`src/rtl/tkf_pkg.sv`:
```
// Package: types, constants and a saturating helper for the tilt filter
`timescale 1ns / 1ps
package tkf_pkg;

  localparam int FRAC_BITS = 24;
  localparam int DW        = 32;
  localparam int CW        = 31;
  localparam int TW        = 25;
  localparam int CFG_IDX_W = 3;

  localparam logic [CW-1:0] Q_ANGLE_RST = CW'(((64'd1 << FRAC_BITS) + 64'd500) / 64'd1000);
  localparam logic [CW-1:0] Q_GYRO_RST  =
    CW'(((64'd3 << FRAC_BITS) + 64'd500) / 64'd1000);
  localparam logic [CW-1:0] R_ANGLE_RST = CW'(((64'd3 << FRAC_BITS) + 64'd5) / 64'd10);

  typedef enum logic [CFG_IDX_W-1:0] {
    REG_Q_ANGLE_X = 3'd0,
    REG_Q_GYRO_X  = 3'd1,
    REG_R_ANGLE_X = 3'd2,
    REG_Q_ANGLE_Y = 3'd3,
    REG_Q_GYRO_Y  = 3'd4,
    REG_R_ANGLE_Y = 3'd5
  } cfg_reg_t;

  typedef enum logic [1:0] {
    OP_ADD = 2'd0,
    OP_SUB = 2'd1,
    OP_MUL = 2'd2
  } alu_op_t;

  typedef enum logic [2:0] {
    ST_IDLE,
    ST_RUN,
    ST_DIV_START,
    ST_DIV_WAIT,
    ST_DONE
  } state_t;

  typedef struct packed {
    logic start;
    logic signed [DW-1:0] num;
    logic signed [DW-1:0] den;
  } div_req_t;

  typedef struct packed {
    logic busy;
    logic done;
    logic signed [DW-1:0] quo;
  } div_rsp_t;

  function automatic logic signed [DW-1:0] sat64(input logic signed [65:0] v);
    logic signed [DW-1:0] r;
    if (v > 66'sd2147483647) r = 32'sh7fffffff;
    else if (v < -66'sd2147483648) r = 32'sh80000000;
    else r = v[DW-1:0];
    return r;
  endfunction

endpackage

```
`src/rtl/tkf_div.sv`:
```
// Restoring serial divider: (num << FRAC_BITS) / den, toward zero, saturated
`timescale 1ns / 1ps
module tkf_div (
  input  logic                clk,
  input  logic                rst,
  input  tkf_pkg::div_req_t   req,
  output tkf_pkg::div_rsp_t   rsp
);
  localparam int NW = tkf_pkg::DW + tkf_pkg::FRAC_BITS;
  localparam int KW = $clog2(NW + 1);

  logic [NW-1:0]             quo;
  logic [tkf_pkg::DW:0]      rem;
  logic [tkf_pkg::DW-1:0]    dv;
  logic                      neg;
  logic [KW-1:0]             cnt;
  logic                      busy;
  logic                      done;
  logic [tkf_pkg::DW:0]      trial;
  logic [tkf_pkg::DW:0]      shl;
  logic signed [65:0]        sq;

  always_comb begin
    shl   = {rem[tkf_pkg::DW-1:0], quo[NW-1]};
    trial = shl - {1'b0, dv};
    sq    = neg ? -66'(signed'({1'b0, quo})) : 66'(signed'({1'b0, quo}));
  end

  always_ff @(posedge clk) begin
    if (rst) begin
      busy <= 1'b0;
      done <= 1'b0;
      cnt  <= '0;
    end else begin
      done <= 1'b0;
      if (req.start) begin
        busy <= 1'b1;
        cnt  <= KW'(NW);
        neg  <= req.num[tkf_pkg::DW-1];
        quo  <= {(req.num[tkf_pkg::DW-1] ? tkf_pkg::DW'(-req.num) : tkf_pkg::DW'(req.num)),
                 {tkf_pkg::FRAC_BITS{1'b0}}};
        rem  <= '0;
        dv   <= req.den;
      end else if (busy) begin
        if (trial[tkf_pkg::DW]) begin
          rem <= shl;
          quo <= {quo[NW-2:0], 1'b0};
        end else begin
          rem <= trial;
          quo <= {quo[NW-2:0], 1'b1};
        end
        cnt <= cnt - 1'b1;
        if (cnt == KW'(1)) begin
          busy <= 1'b0;
          done <= 1'b1;
        end
      end
    end
  end

  assign rsp.busy = busy;
  assign rsp.done = done;
  assign rsp.quo  = tkf_pkg::sat64(sq);
endmodule

```
`config.mk`:
```
export PLATFORM = sky130hd
export DESIGN_NAME = tkf_div
export DESIGN_NICKNAME = d
export VERILOG_FILES = /design/src/rtl/tkf_pkg.sv /design/src/rtl/tkf_div.sv
export SDC_FILE = /design/constraint.sdc
export NUM_CORES = 1
export LEC_CHECK = 0
export BUFFER_PORTS_ARGS = -buffer_cell sky130_fd_sc_hd__buf_2
export CAP_MARGIN = 40
export CELL_PAD_IN_SITES_DETAIL_PLACEMENT = 2
export CELL_PAD_IN_SITES_GLOBAL_PLACEMENT = 2
export CORE_ASPECT_RATIO = 0.75
export CORE_UTILIZATION = 38
export DETAILED_ROUTE_END_ITERATION = 8
export PLACE_DENSITY = 0.84
export SYNTH_ARGS = -nofsm -noshare
export SYNTH_HDL_FRONTEND = slang
export SYNTH_SLANG_ARGS = --single-unit
```
`constraint.sdc`:
```
create_clock -name clk -period 5.65 [get_ports clk]
set_input_delay 0.565 -clock clk [delete_from_list [all_inputs] [get_ports clk]]
set_output_delay 0.565 -clock clk [all_outputs]
set_load 0.01 [all_outputs]
```
-- Word level (Yosys, flattened, before mapping)
Index checks and enable logic that the tools add are counted.
- register bits after elaboration: 129
- latch bits: 0
- memory bits (writable): 0
- ROM bits: 0
- input bits: 67
- output and inout port bits: 34
- logic and storage cells: 38
- memories: 0
- $add $sub $neg: 4
- multiply operators: 0
- div/mod/pow operators: 0
- $lt $le $gt $ge: 2
- equality and inequality tests: 1
- shift-type cells: 0
- multiplexer cells: 15
- bitwise operators: 2
- reduce and logical (&&, ||, !) cells: 5
- operator list (cell ; number):
    2-to-1 mux 32 bit ; 5
    2-to-1 mux 56 bit ; 2
    > comparator 66 x 32 -> 1 bit (second input constant) ; 1
    less-than comparator 66 x 32 -> 1 bit (second input constant) ; 1
    2-to-1 mux 66 bit ; 1
    negator 56 -> 66 bit ; 1
    subtractor 33 x 32 -> 33 bit ; 1
    negator 32 bit ; 1
    2-to-1 mux 6 bit ; 2
    equality test 6 x 1 -> 1 bit (second input constant) ; 1
    subtractor 6 x 1 -> 6 bit (second input constant) ; 1
    2-to-1 mux 1 bit ; 5
    AND reduction 2 bit ; 2
    OR reduction 3 bit ; 1
    NOT 1 bit ; 2
    nonzero test 2 bit ; 1
    OR reduction 2 bit ; 1

-- Depth between registers and ports, before layout
- word-level depth: 5
- depth in mapped cells: 15
- depth with buffers taken out: 13

-- Worst setup path after synthesis
Ideal clock, no wire load.
- path kind: in2reg
- start point: input port req[64] (netlist bit)
- end point: register quo[0], enable pin
- library setup time: 535 ps
- arrival time: 4577 ps
- data required time: 5115 ps
- slack: 538 ps
- stages: 3
- path buffers: 1
- cell sequence: clkbuf_1 > nor2_1 > nor2_1
- word-level cells in the longest chain between the ends: 2
- ends and longest elaborated chain (element ; line ; RTL):
    start: declaration ; tkf_div.sv:6 ; input tkf_pkg::div_req_t req,
    nonzero test 2 bit (no source line) ; - ;
    AND reduction 2 bit (no source line) ; - ;
    end signal: assignment ; tkf_div.sv:40 ; quo <= {(req.num[tkf_pkg::DW-1] ? tkf_pkg::DW'(-req.num) : tkf_pkg::DW'(req.num)),
    end signal: assignment ; tkf_div.sv:47 ; quo <= {quo[NW-2:0], 1'b0};
    end signal: assignment ; tkf_div.sv:50 ; quo <= {quo[NW-2:0], 1'b1};
    end: declaration ; tkf_div.sv:12 ; logic [NW-1:0] quo;
No other way between the ends.
A chain may end at the register's enable or synchronous reset.

==> results_dict.tcl <==
set metrics [dict create \
    status "completed" \
    grt_overflow 0 \
    die_w_um 181 \
    synth.avg_cell_area_um2 9.44 \
    coreArea_mm2 0.0233 \
    post-place-ws_ns 0.902 \
    cp-startpoint "quo[33]$_DFFE_PP_" \
    synth_top_area_share_pct 39.7 \
    ff2ff_path_depth 14 \
    p_per_area_mw_per_mm2 308 \
    whs_path_depth 1 \
    whs_endpoint "dv[10]$_DFFE_PP_" \
    syn_inst 970 \
    io_buffers 100 \
    wirelength_um 28500 \
    cp_cell_sequence "or4_1 -> nor4_4 -> nand4bb_1 -> o21ai_1 -> a32o_1 -> o21ai_0 -> or4_4 -> o31ai_4 -> buf_4 -> o21ai_1 -> buf_2" \
    layout-drive-gt1-share_pct 15.3 \
    ios 101 \
    dpl.hpwl_um 20600 \
    syn_nets 1074 \
    yosysSeqAreaShare_pct 41.4 \
    finClkSkew_ns 0.0103 \
    holdWs_ns 0.308 \
    crit_top_cell "o21ai_1" \
    yosys_register_bits 129 \
    crit_required_ns 5.09 \
    first_pass_iters 5 \
    clock-sinks 129 \
    numCtsBuffers 17 \
    area_growth_pct 15.6 \
    track_usage_pct 24.0 \
    worst_pin_slew_ns 0.755 \
    async_flop_share_pct 0 \
    antennaDiodeCount 0 \
    fin_ws_ns 0.359 \
    clkTransAtPathRegs_ns 0.06 \
    peakVddDrop_uv 213 \
    reg2reg_to "rem[6]$_SDFFCE_PP0P_" \
    syn_area_mm2 0.00915 \
    p_leak_uw 0.00408 \
    cts_buffer_depth 2 \
    period_share_pct 93.6 \
    wl_per_cell_um 20.9 \
    grt_max_degree 72 \
    root_buffer "clkbuf_16" \
    max_slew_margin_pct 49.2 \
    p_total_uw 3260 \
    cp_max_fo 31 \
    start_util_pct 39.3 \
    cts_tree "done" \
    drc 0 \
    drt_iter0_markers 426 \
    synth-edff-count 121 \
    synth_common_cells "121 x edfxtp_1, 102 x nor2_1, 76 x xor2_1" \
    period_needed_ns 5.29 \
    ctsHoldBuffers 0 \
    fin_util_pct 45.4 \
    nets 1153 \
    crit_path_end_kind "output port" \
    die-area_mm2 0.0247 \
    htree_num_levels 4 \
    postCtsSetupBuffers 0 \
    crit_path_top_delay_cell "or4_1" \
    critPathLaunchType "flip-flop" \
    vias_per_cell 5.72 \
    r2r_start "quo[55]$_DFFE_PP_" \
    setup_violations 0 \
    yosysTopAreaCell "edfxtp_1" \
    r2r_setup_slack_ns 0.93 \
    dr_total_vias 7788 \
    grt_pass1_vias 8256 \
    fmax_ghz 0.189 \
    synthFlopType "edfxtp_1" \
    synth_area_leaders "edfxtp_1 40%, xor2_1 7.3%, ha_1 4.9%" \
    tns_ns 0 \
    cts_resized 0 \
    grt_pass1_wl_um 46300 \
    ys_types 70 \
    yosysWarnings 0 \
    final-hold-violation-count 0 \
    hp-class "input port to flip-flop" \
    ant_nets 0 \
    die_y_um 136 \
    synthMostInstantiatedCell "edfxtp_1" \
    grt_setup_unrepaired "false" \
    max_stage_delay_ns 0.65 \
    maxSlewViolCount 0 \
    cp.arrival_ns 4.73 \
    drv_cap 0 \
    worstHoldStart "req[10]" \
    gp_congestion 0.913 \
    clk_latency_ns 0.43 \
    antenna_found_initial 0 \
    std_cell_rows 48 \
    setup.worst_path.class "flip-flop to output port" \
]
-- logic make-up (layout without fill, tap and decap cells) --
logic type / Yosys count / count (layout) / share of synthesized area (%)
simple gates: 321 / 321 / 18.4
flops: 129 / 129 / 41.4
buf+inv: 102 / 194 / 4.68
mux: 32 / 32 / 3.57
xor+xnor: 106 / 106 / 10.1
fa+ha+maj: 37 / 37 / 5.14
compound gates: 243 / 243 / 16.7
-- power by group --
group | switching (µW) | total (µW) | internal, µW | leakage [µW]
Combinational | 502 | 849 | 346 | 0.00257
Clock | 447 | 1180 | 734 | 0.000286
Sequential | 78.8 | 1230 | 1150 | 0.00123
-- metrics by stage --
stage,instance area [µm²],instances
after floorplan,9150,970
after global placement,9910,1328
after detailed placement,9960,1330
after CTS,10600,1362
after global routing,10600,1362
final,10600,1362
-- metal layers --
layer	part of all wire (%)	vias up	routed length (µm)	track usage, %
met2	46	168	13200	39.0
met1	49	3906	14000	33.5
met5	0	-	0	0
met3	3.6	22	1040	4.13
met4	0.86	0	244	5.18
li1	-	3692	-	-
-- worst max-delay path, delay by kind of cell (launching register included) --
kind | cells | cell delay, ns
compound gates | 5 | 1.18
buf+inv | 2 | 0.48
flops | 1 | 0.49
simple gates | 4 | 2.14
-- how the worst max path moves through the flow --
stage                           endpoint  slack, ns  cells past startpoint
global placement                  rsp[3]       1.16                     11
finish                            rsp[7]       0.36                     11
floorplan           quo[0]$_SDFFCE_PP0P_       0.54                      3
global route                      rsp[1]       0.04                     12
detailed placement                rsp[7]       0.90                     11
CTS                               rsp[7]       0.32                     12
-- layout make-up --
cell class	instances	area [µm²]
clock buffer	17	425
clock inverter	15	193
fill	2554	12700
inverter	52	195
multi-input combinational	739	4970
sequential	129	3790
tap	300	375
timing repair buffer	110	631
-- sequential cells by signal, indices dropped and copies added, names as in the netlist --
name and count:
busy 1, cnt 6, done 1, dv 32
neg 1, quo 56, rem 32
-- layout by cell type, fill, tap and decap left out, types with 32 or more instances in the layout --
master / count
a21oi_1: 61
buf_2: 99
edfxtp_1: 121
ha_1: 36
inv_1: 52
nand2_1: 53
nor2_1: 100
nor2b_1: 32
o21ai_0: 51
xor2_1: 75
No activity file was read; power rests on OpenSTA's default activity.
