<file path="src/rtl/tkf_pkg.sv">
// Package: types, constants and a saturating helper for the tilt filter
`timescale 1ns / 1ps
package tkf_pkg;

  localparam int FRAC_BITS = 24;
  localparam int DW        = 32;
  localparam int CW        = 31;
  localparam int TW        = 25;
  localparam int CFG_IDX_W = 3;

  localparam logic [CW-1:0] Q_ANGLE_RST = CW'(((64'd1 << FRAC_BITS) + 64'd500) / 64'd1000);
  localparam logic [CW-1:0] Q_GYRO_RST  =
    CW'(((64'd3 << FRAC_BITS) + 64'd500) / 64'd1000);
  localparam logic [CW-1:0] R_ANGLE_RST = CW'(((64'd3 << FRAC_BITS) + 64'd5) / 64'd10);

  typedef enum logic [CFG_IDX_W-1:0] {
    REG_Q_ANGLE_X = 3'd0,
    REG_Q_GYRO_X  = 3'd1,
    REG_R_ANGLE_X = 3'd2,
    REG_Q_ANGLE_Y = 3'd3,
    REG_Q_GYRO_Y  = 3'd4,
    REG_R_ANGLE_Y = 3'd5
  } cfg_reg_t;

  typedef enum logic [1:0] {
    OP_ADD = 2'd0,
    OP_SUB = 2'd1,
    OP_MUL = 2'd2
  } alu_op_t;

  typedef enum logic [2:0] {
    ST_IDLE,
    ST_RUN,
    ST_DIV_START,
    ST_DIV_WAIT,
    ST_DONE
  } state_t;

  typedef struct packed {
    logic start;
    logic signed [DW-1:0] num;
    logic signed [DW-1:0] den;
  } div_req_t;

  typedef struct packed {
    logic busy;
    logic done;
    logic signed [DW-1:0] quo;
  } div_rsp_t;

  function automatic logic signed [DW-1:0] sat64(input logic signed [65:0] v);
    logic signed [DW-1:0] r;
    if (v > 66'sd2147483647) r = 32'sh7fffffff;
    else if (v < -66'sd2147483648) r = 32'sh80000000;
    else r = v[DW-1:0];
    return r;
  endfunction

endpackage

</file>
<file path="src/rtl/tkf_alu.sv">
// Shared saturating add, subtract and fixed point multiply unit
`timescale 1ns / 1ps
module tkf_alu (
  input  logic                                clk,
  input  tkf_pkg::alu_op_t                    op,
  input  logic signed [tkf_pkg::DW-1:0]       a,
  input  logic signed [tkf_pkg::DW-1:0]       b,
  output logic signed [tkf_pkg::DW-1:0]       y
);
  logic signed [65:0] wide;
  logic signed [63:0] prod;

  always_comb begin
    prod = 64'(a) * 64'(b);
    unique case (op)
      tkf_pkg::OP_ADD: wide = 66'(a) + 66'(b);
      tkf_pkg::OP_SUB: wide = 66'(a) - 66'(b);
      tkf_pkg::OP_MUL: wide = 66'(prod >>> tkf_pkg::FRAC_BITS);
      default:         wide = '0;
    endcase
  end

  // result registered; the sequencer writes it back into its register file
  always_ff @(posedge clk) begin
    y <= tkf_pkg::sat64(wide);
  end
endmodule

</file>
<file path="config.mk">
export PLATFORM = sky130hd
export DESIGN_NAME = tkf_alu
export DESIGN_NICKNAME = d
export VERILOG_FILES = /design/src/rtl/tkf_pkg.sv /design/src/rtl/tkf_alu.sv
export SDC_FILE = /design/constraint.sdc
export NUM_CORES = 2
export LEC_CHECK = 0
export ABC_CLOCK_PERIOD_IN_PS = 26400
export BUFFER_PORTS_ARGS = -buffer_cell sky130_fd_sc_hd__buf_2
export CAP_MARGIN = 0
export CORE_UTILIZATION = 50
export DETAILED_ROUTE_END_ITERATION = 16
export HOLD_SLACK_MARGIN = 0.12
export PLACE_DENSITY_LB_ADDON = 0.25
export SYNTH_ARGS = -nofsm -noshare
export SYNTH_HDL_FRONTEND = slang
export SYNTH_SLANG_ARGS = --single-unit
</file>
<file path="constraint.sdc">
create_clock -name clk -period 26.4 [get_ports clk]
set_clock_uncertainty 0.05 [all_clocks]
set_input_delay 1.32 -clock clk [delete_from_list [all_inputs] [get_ports clk]]
set_output_delay 1.32 -clock clk [all_outputs]
set_load 0.02 [all_outputs]
</file>
After elaboration in Yosys (flattened, before gate mapping):

Cells that the tools add are included.

* bits in registers: 32
* bits of input ports: 67
* output and inout port bits: 32
* word-level logic and storage cells: 11

* $add $sub $neg: 2
* $mul: 1
* $lt $le $gt $ge: 2
* eq/ne operators: 2
* mux-type cells: 2
* reductions and logical operators: 1

Operator list (number)
* 66-bit case mux with 3 select lines: 1
* 66-bit by 32-bit > comparator with 1-bit output (second input constant): 1
* 66-bit by 32-bit less-than comparator with 1-bit output (second input constant): 1
* 32-bit by 32-bit multiplier with 64-bit output: 1
* 32-bit by 32-bit adder with 33-bit output: 1
* 32-bit by 32-bit subtractor with 33-bit output: 1
* 32-bit two-way mux: 1
* 2-bit by 1-bit equality test with 1-bit output (second input constant): 1
* 2-bit equality test (second input constant): 1
* 2-bit zero test: 1

Logic depth before layout (Yosys ltp):

* word-level depth: 4
* depth in mapped cells: 32
* gate-level depth less buffers: 28

Least setup slack after synthesis:

Ideal clock, no wire load.

* path type: in2reg
* from: input port a[31] (netlist bit)
* to: register y[14] (netlist bit)
* setup time: 0.127 ns
* data arrival time: 9.889 ns
* required time: 26.223 ns
* slack: 16.334 ns
* cell stages on the path: 30
* path buffers: 4
* path through: clkbuf_1 -> clkinv_1 -> clkbuf_1 -> nor2_1 -> fa_1 -> fa_1 -> fa_1 -> inv_1 -> fa_1 -> inv_1 -> fa_1 -> fa_1 -> inv_1 -> fa_1 -> inv_1 -> fa_1 -> ha_1 -> clkbuf_1 -> nand2_1 -> nor3_1 -> nand2b_1 -> a211oi_1 -> o41ai_1 -> a31o_1 -> nor4_4 -> a21boi_1 -> nand4_1 -> o31ai_2 -> buf_4 -> a31oi_2

* cells in the longest elaborated chain, start to end: 4
* elaborated cells on any way between the ends: 7
* those cells by class: add/sub: 2; mul: 1; order compare: 2; mux: 2

RTL lines
* from (decl): RTL line tkf_alu.sv:6 `input logic signed [tkf_pkg::DW-1:0] a,`
* 32-bit by 32-bit multiplier with 64-bit output (tied with other cells): RTL line tkf_alu.sv:14 `prod = 64'(a) * 64'(b);`
* 66-bit case mux with 3 select lines *: RTL line tkf_alu.sv:15 `unique case (op)`
* 66-bit by 32-bit less-than comparator with 1-bit output: RTL line tkf_pkg.sv:54 `else if (v < -66'sd2147483648) r = 32'sh80000000;`
* 32-bit two-way mux: RTL line tkf_pkg.sv:54
* to (signal assigned): RTL line tkf_alu.sv:25 `y <= tkf_pkg::sat64(wide);`
* to (decl): RTL line tkf_alu.sv:8 `output logic signed [tkf_pkg::DW-1:0] y`

Every way passes the cells marked *; elsewhere a longest branch is shown, timed or not.
A chain may end at the register's enable or synchronous reset.

Worst setup path in the final report:

* from: input port a[31] (netlist bit)
* to: register y[10] (netlist bit)

Same word-level chain as after synthesis.

==> out/metrics.csv <==
stage,metric,value,unit
synthesis,syn-cell-area,0.04067,mm2
clock_network,clock_path_buffers,2,
place,post-place-ws,14740,ps
place,post-dp-hpwl,98.17,mm
synthesis,yosysTopAreaCell,fa_1,
timing,period_share,0.4343,
clock_network,holdBufCountCts,0,
timing,min_period,11470,ps
global_route,grt_first_pass_wirelength,192.7,mm
die,io_pins,99,
synthesis,synthXorXnorAreaFrac,0.01744,
setup_path,critPathCaptureType,flip-flop,
place,place_area,0.04173,mm2
cells_and_area,fin_area,0.04190,mm2
synthesis,synth.avg_cell_area,9.074,um2
cells_and_area,final_net_count,5764,
timing,hold_viol,0,
setup_path,worstSetupPathType,in -> reg,
synthesis,synth_top_area_share,0.5331,
clock_network,post_cts_buffers,0,
synthesis,syn-instance-count,4482,
place,place.gp.congestion,0.9910,
synthesis,synth-edff-count,0,
route,routed-via-count,30405,
synthesis,yosys_warnings,0,
timing,max_freq,0.08721,GHz
timing,slew_viol_final,0,
die,row_count,104,
setup_path,startpoint_type,input pin,
status,status,"complete, no violations",
synthesis,synthTopCellsByArea,"fa_1, inv_1, ha_1",
timing,fin_ws,14930,ps
global_route,grt_max_degree,47,
synthesis,ys_seq_area_frac,0.01575,
synthesis,async_flop_share,0,
setup_path,crit_fanout,31,
synthesis,synth_top_family_by_area,adder cells,
synthesis,synth-simple-area-share,0.1589,
clock_network,cts_tree,built,
die,start_util,0.5049,
flow_run,maxCapViolCount,0,
synthesis,syn-num-nets,5877,
timing,finalSetupViolations,0,
timing,max_slew_margin,0.3370,
timing,rsz0062_at_grt,no,
clock_network,cts_buffers,5,
route,routedWlPerCell,22.09,um
global_route,overflow,0,
place,io_buffers,98,
timing,fin_setup_tns,0,ps
synthesis,synthFlopType,dfxtp_1,
cells_and_area,regMostFlops,y,
setup_path,crit_arrival,11550,ps
hold_path,hold_path.class,in -> reg,
route,drc,0,
clock_network,htree_levels,2,
timing,tightest_slew,985.5,ps
synthesis,synthAdderAreaFrac,0.6085,
die,die_area,0.08248,mm2
clock_network,cts_sinks,32,
route,viasPerCell,5.598,
synthesis,synth.area.mux_share,0.002954,
route,ant_nets,0,
route,drtPass1Iterations,5,
route,finalWirelength,120.0,mm
setup_path,required,26480,ps
route,drtIter0Drc,2216,
cells_and_area,largest_registers,y: 32 flops,
global_route,grt.total_usage,0.3051,
global_route,grt_pass1_vias,33131,
clock_network,post_cts_resized,0,
cells_and_area,utilization,0.5202,
clock_network,clockRootBuffer,clkbuf_16,
cells_and_area,syn2layout_area_growth,3.031,%
die,chipHeight,287.2,um
die,die_w,287.2,um
synthesis,synth_cell_types,87,
cells_and_area,final_layout_size_suffix_gt1_frac,0.04737,
clock_network,clk_pin_slew,60,ps
die,fp.coreArea,0.08055,mm2
synthesis,synth_compound_area_frac,0.07732,
cells_and_area,largest_register_ffs,32,
global_route,antenna_found_initial,3,
synthesis,synth_seq_cells,32,
-- synth_stat cells, types with 8 or more instances --
master	count
nand2b_1	22
a22oi_1	25
nand4_1	27
buf_2	19
nand2_1	549
o21a_1	8
a211oi_1	19
clkbuf_1	221
a21oi_2	34
inv_1	1010
xor2_1	26
fa_1	1083
nor2_1	147
a21o_1	24
and2_1	459
dfxtp_1	32
ha_1	245
nand3_1	22
a21oi_1	121
xnor2_1	55
mux2i_1	12
o21bai_1	23
o211ai_1	21
o31ai_1	12
nor3_1	25
a31oi_1	19
o21ai_0	74
-- per-layer routing --
| layer | part of all wire | routed length [um] | vias to the layer above | track usage |
|---|---|---|---|---|
| met2 | 0.50 | 59940 | 1048 | 0.5252 |
| met5 | 0.00020 | 24 | - | 0 |
| li1 | - | - | 13064 | - |
| met1 | 0.41 | 48930 | 16088 | 0.4129 |
| met4 | 0.035 | 4212 | 4 | 0.08843 |
| met3 | 0.057 | 6867 | 201 | 0.02484 |
-- cell type report --
| type | count | area [um2] |
|---|---|---|
| inverters | 1011 | 3795 |
| clock inverters | 3 | 42.54 |
| fillers | 7551 | 38650 |
| flip-flops and latches | 32 | 640.6 |
| repair buffers | 136 | 775.7 |
| multi-input cells | 3183 | 35190 |
| clock buffers | 5 | 125.1 |
| diodes | 1 | 2.502 |
| well taps | 1060 | 1326 |
-- logic make-up (layout without fill, tap and decap cells) --
logic type,count (synthesis),count (layout)
AO/OA/AOI/OAI,455,455
AND/OR/NAND/NOR,1307,1307
multiplexers,12,12
flip-flops,32,32
buffers and inverters,1267,1155
other,0,1
XOR/XNOR,81,81
adder cells (fa/ha/maj),1328,1328
-- through the flow --
| step | hold slack [ps] | std cells |
|---|---|---|
| after floorplan | 1609 | 4482 |
| after global placement | 1689 | 5422 |
| after detailed placement | 1687 | 5422 |
| after CTS | 1476 | 5430 |
| after global routing | 1481 | 5430 |
| final | 1468 | 5431 |
-- layout by cell type (no fill, tap or decap), drive strengths merged, types with 5 or more instances in the layout --
cell type / instances
clkbuf: 5
nor2: 149
nand2b: 22
nand4: 28
a21o: 24
dfxtp: 32
a22oi: 25
buf: 136
and2: 460
a211oi: 21
nor2b: 7
a211o: 6
o211ai: 22
nor3: 25
and3: 8
nand2: 549
xnor2: 55
ha: 245
o31ai: 13
xor2: 26
a31oi: 22
nor4: 10
nand3: 22
o21a: 8
or4: 6
inv: 1010
fa: 1083
or3: 7
a21oi: 155
o21ai: 82
mux2i: 12
o21bai: 23
a221oi: 8
-- critical path: stages --
cell and delay, ps:
buf_2 360, clkinv_1 560, nor2_1 400, fa_1 520, fa_1 490, fa_1 810
inv_1 260, fa_1 1010, inv_1 420, fa_1 570, fa_1 550, inv_1 50
fa_1 470, inv_1 50, fa_1 450, ha_1 450, nand4_1 230, nor3_1 280
nand2b_1 120, a211oi_1 200, o41ai_1 170, a31o_1 280, nor4_4 350, a21boi_1 200
nand4_1 160, o31ai_4 200, buf_4 450, a31oi_1 150
-- worst paths after layout --
path / slack [ps] / startpoint / end / cells past startpoint
worst max-delay path: 14930 / a[31] / y[10] / 28
worst min-delay path: 1470 / op[1] / y[10] / 3
Power is left out: the tool's default activity adds up to more than one toggle a clock period on the data nets, which glitch-free logic cannot reach.
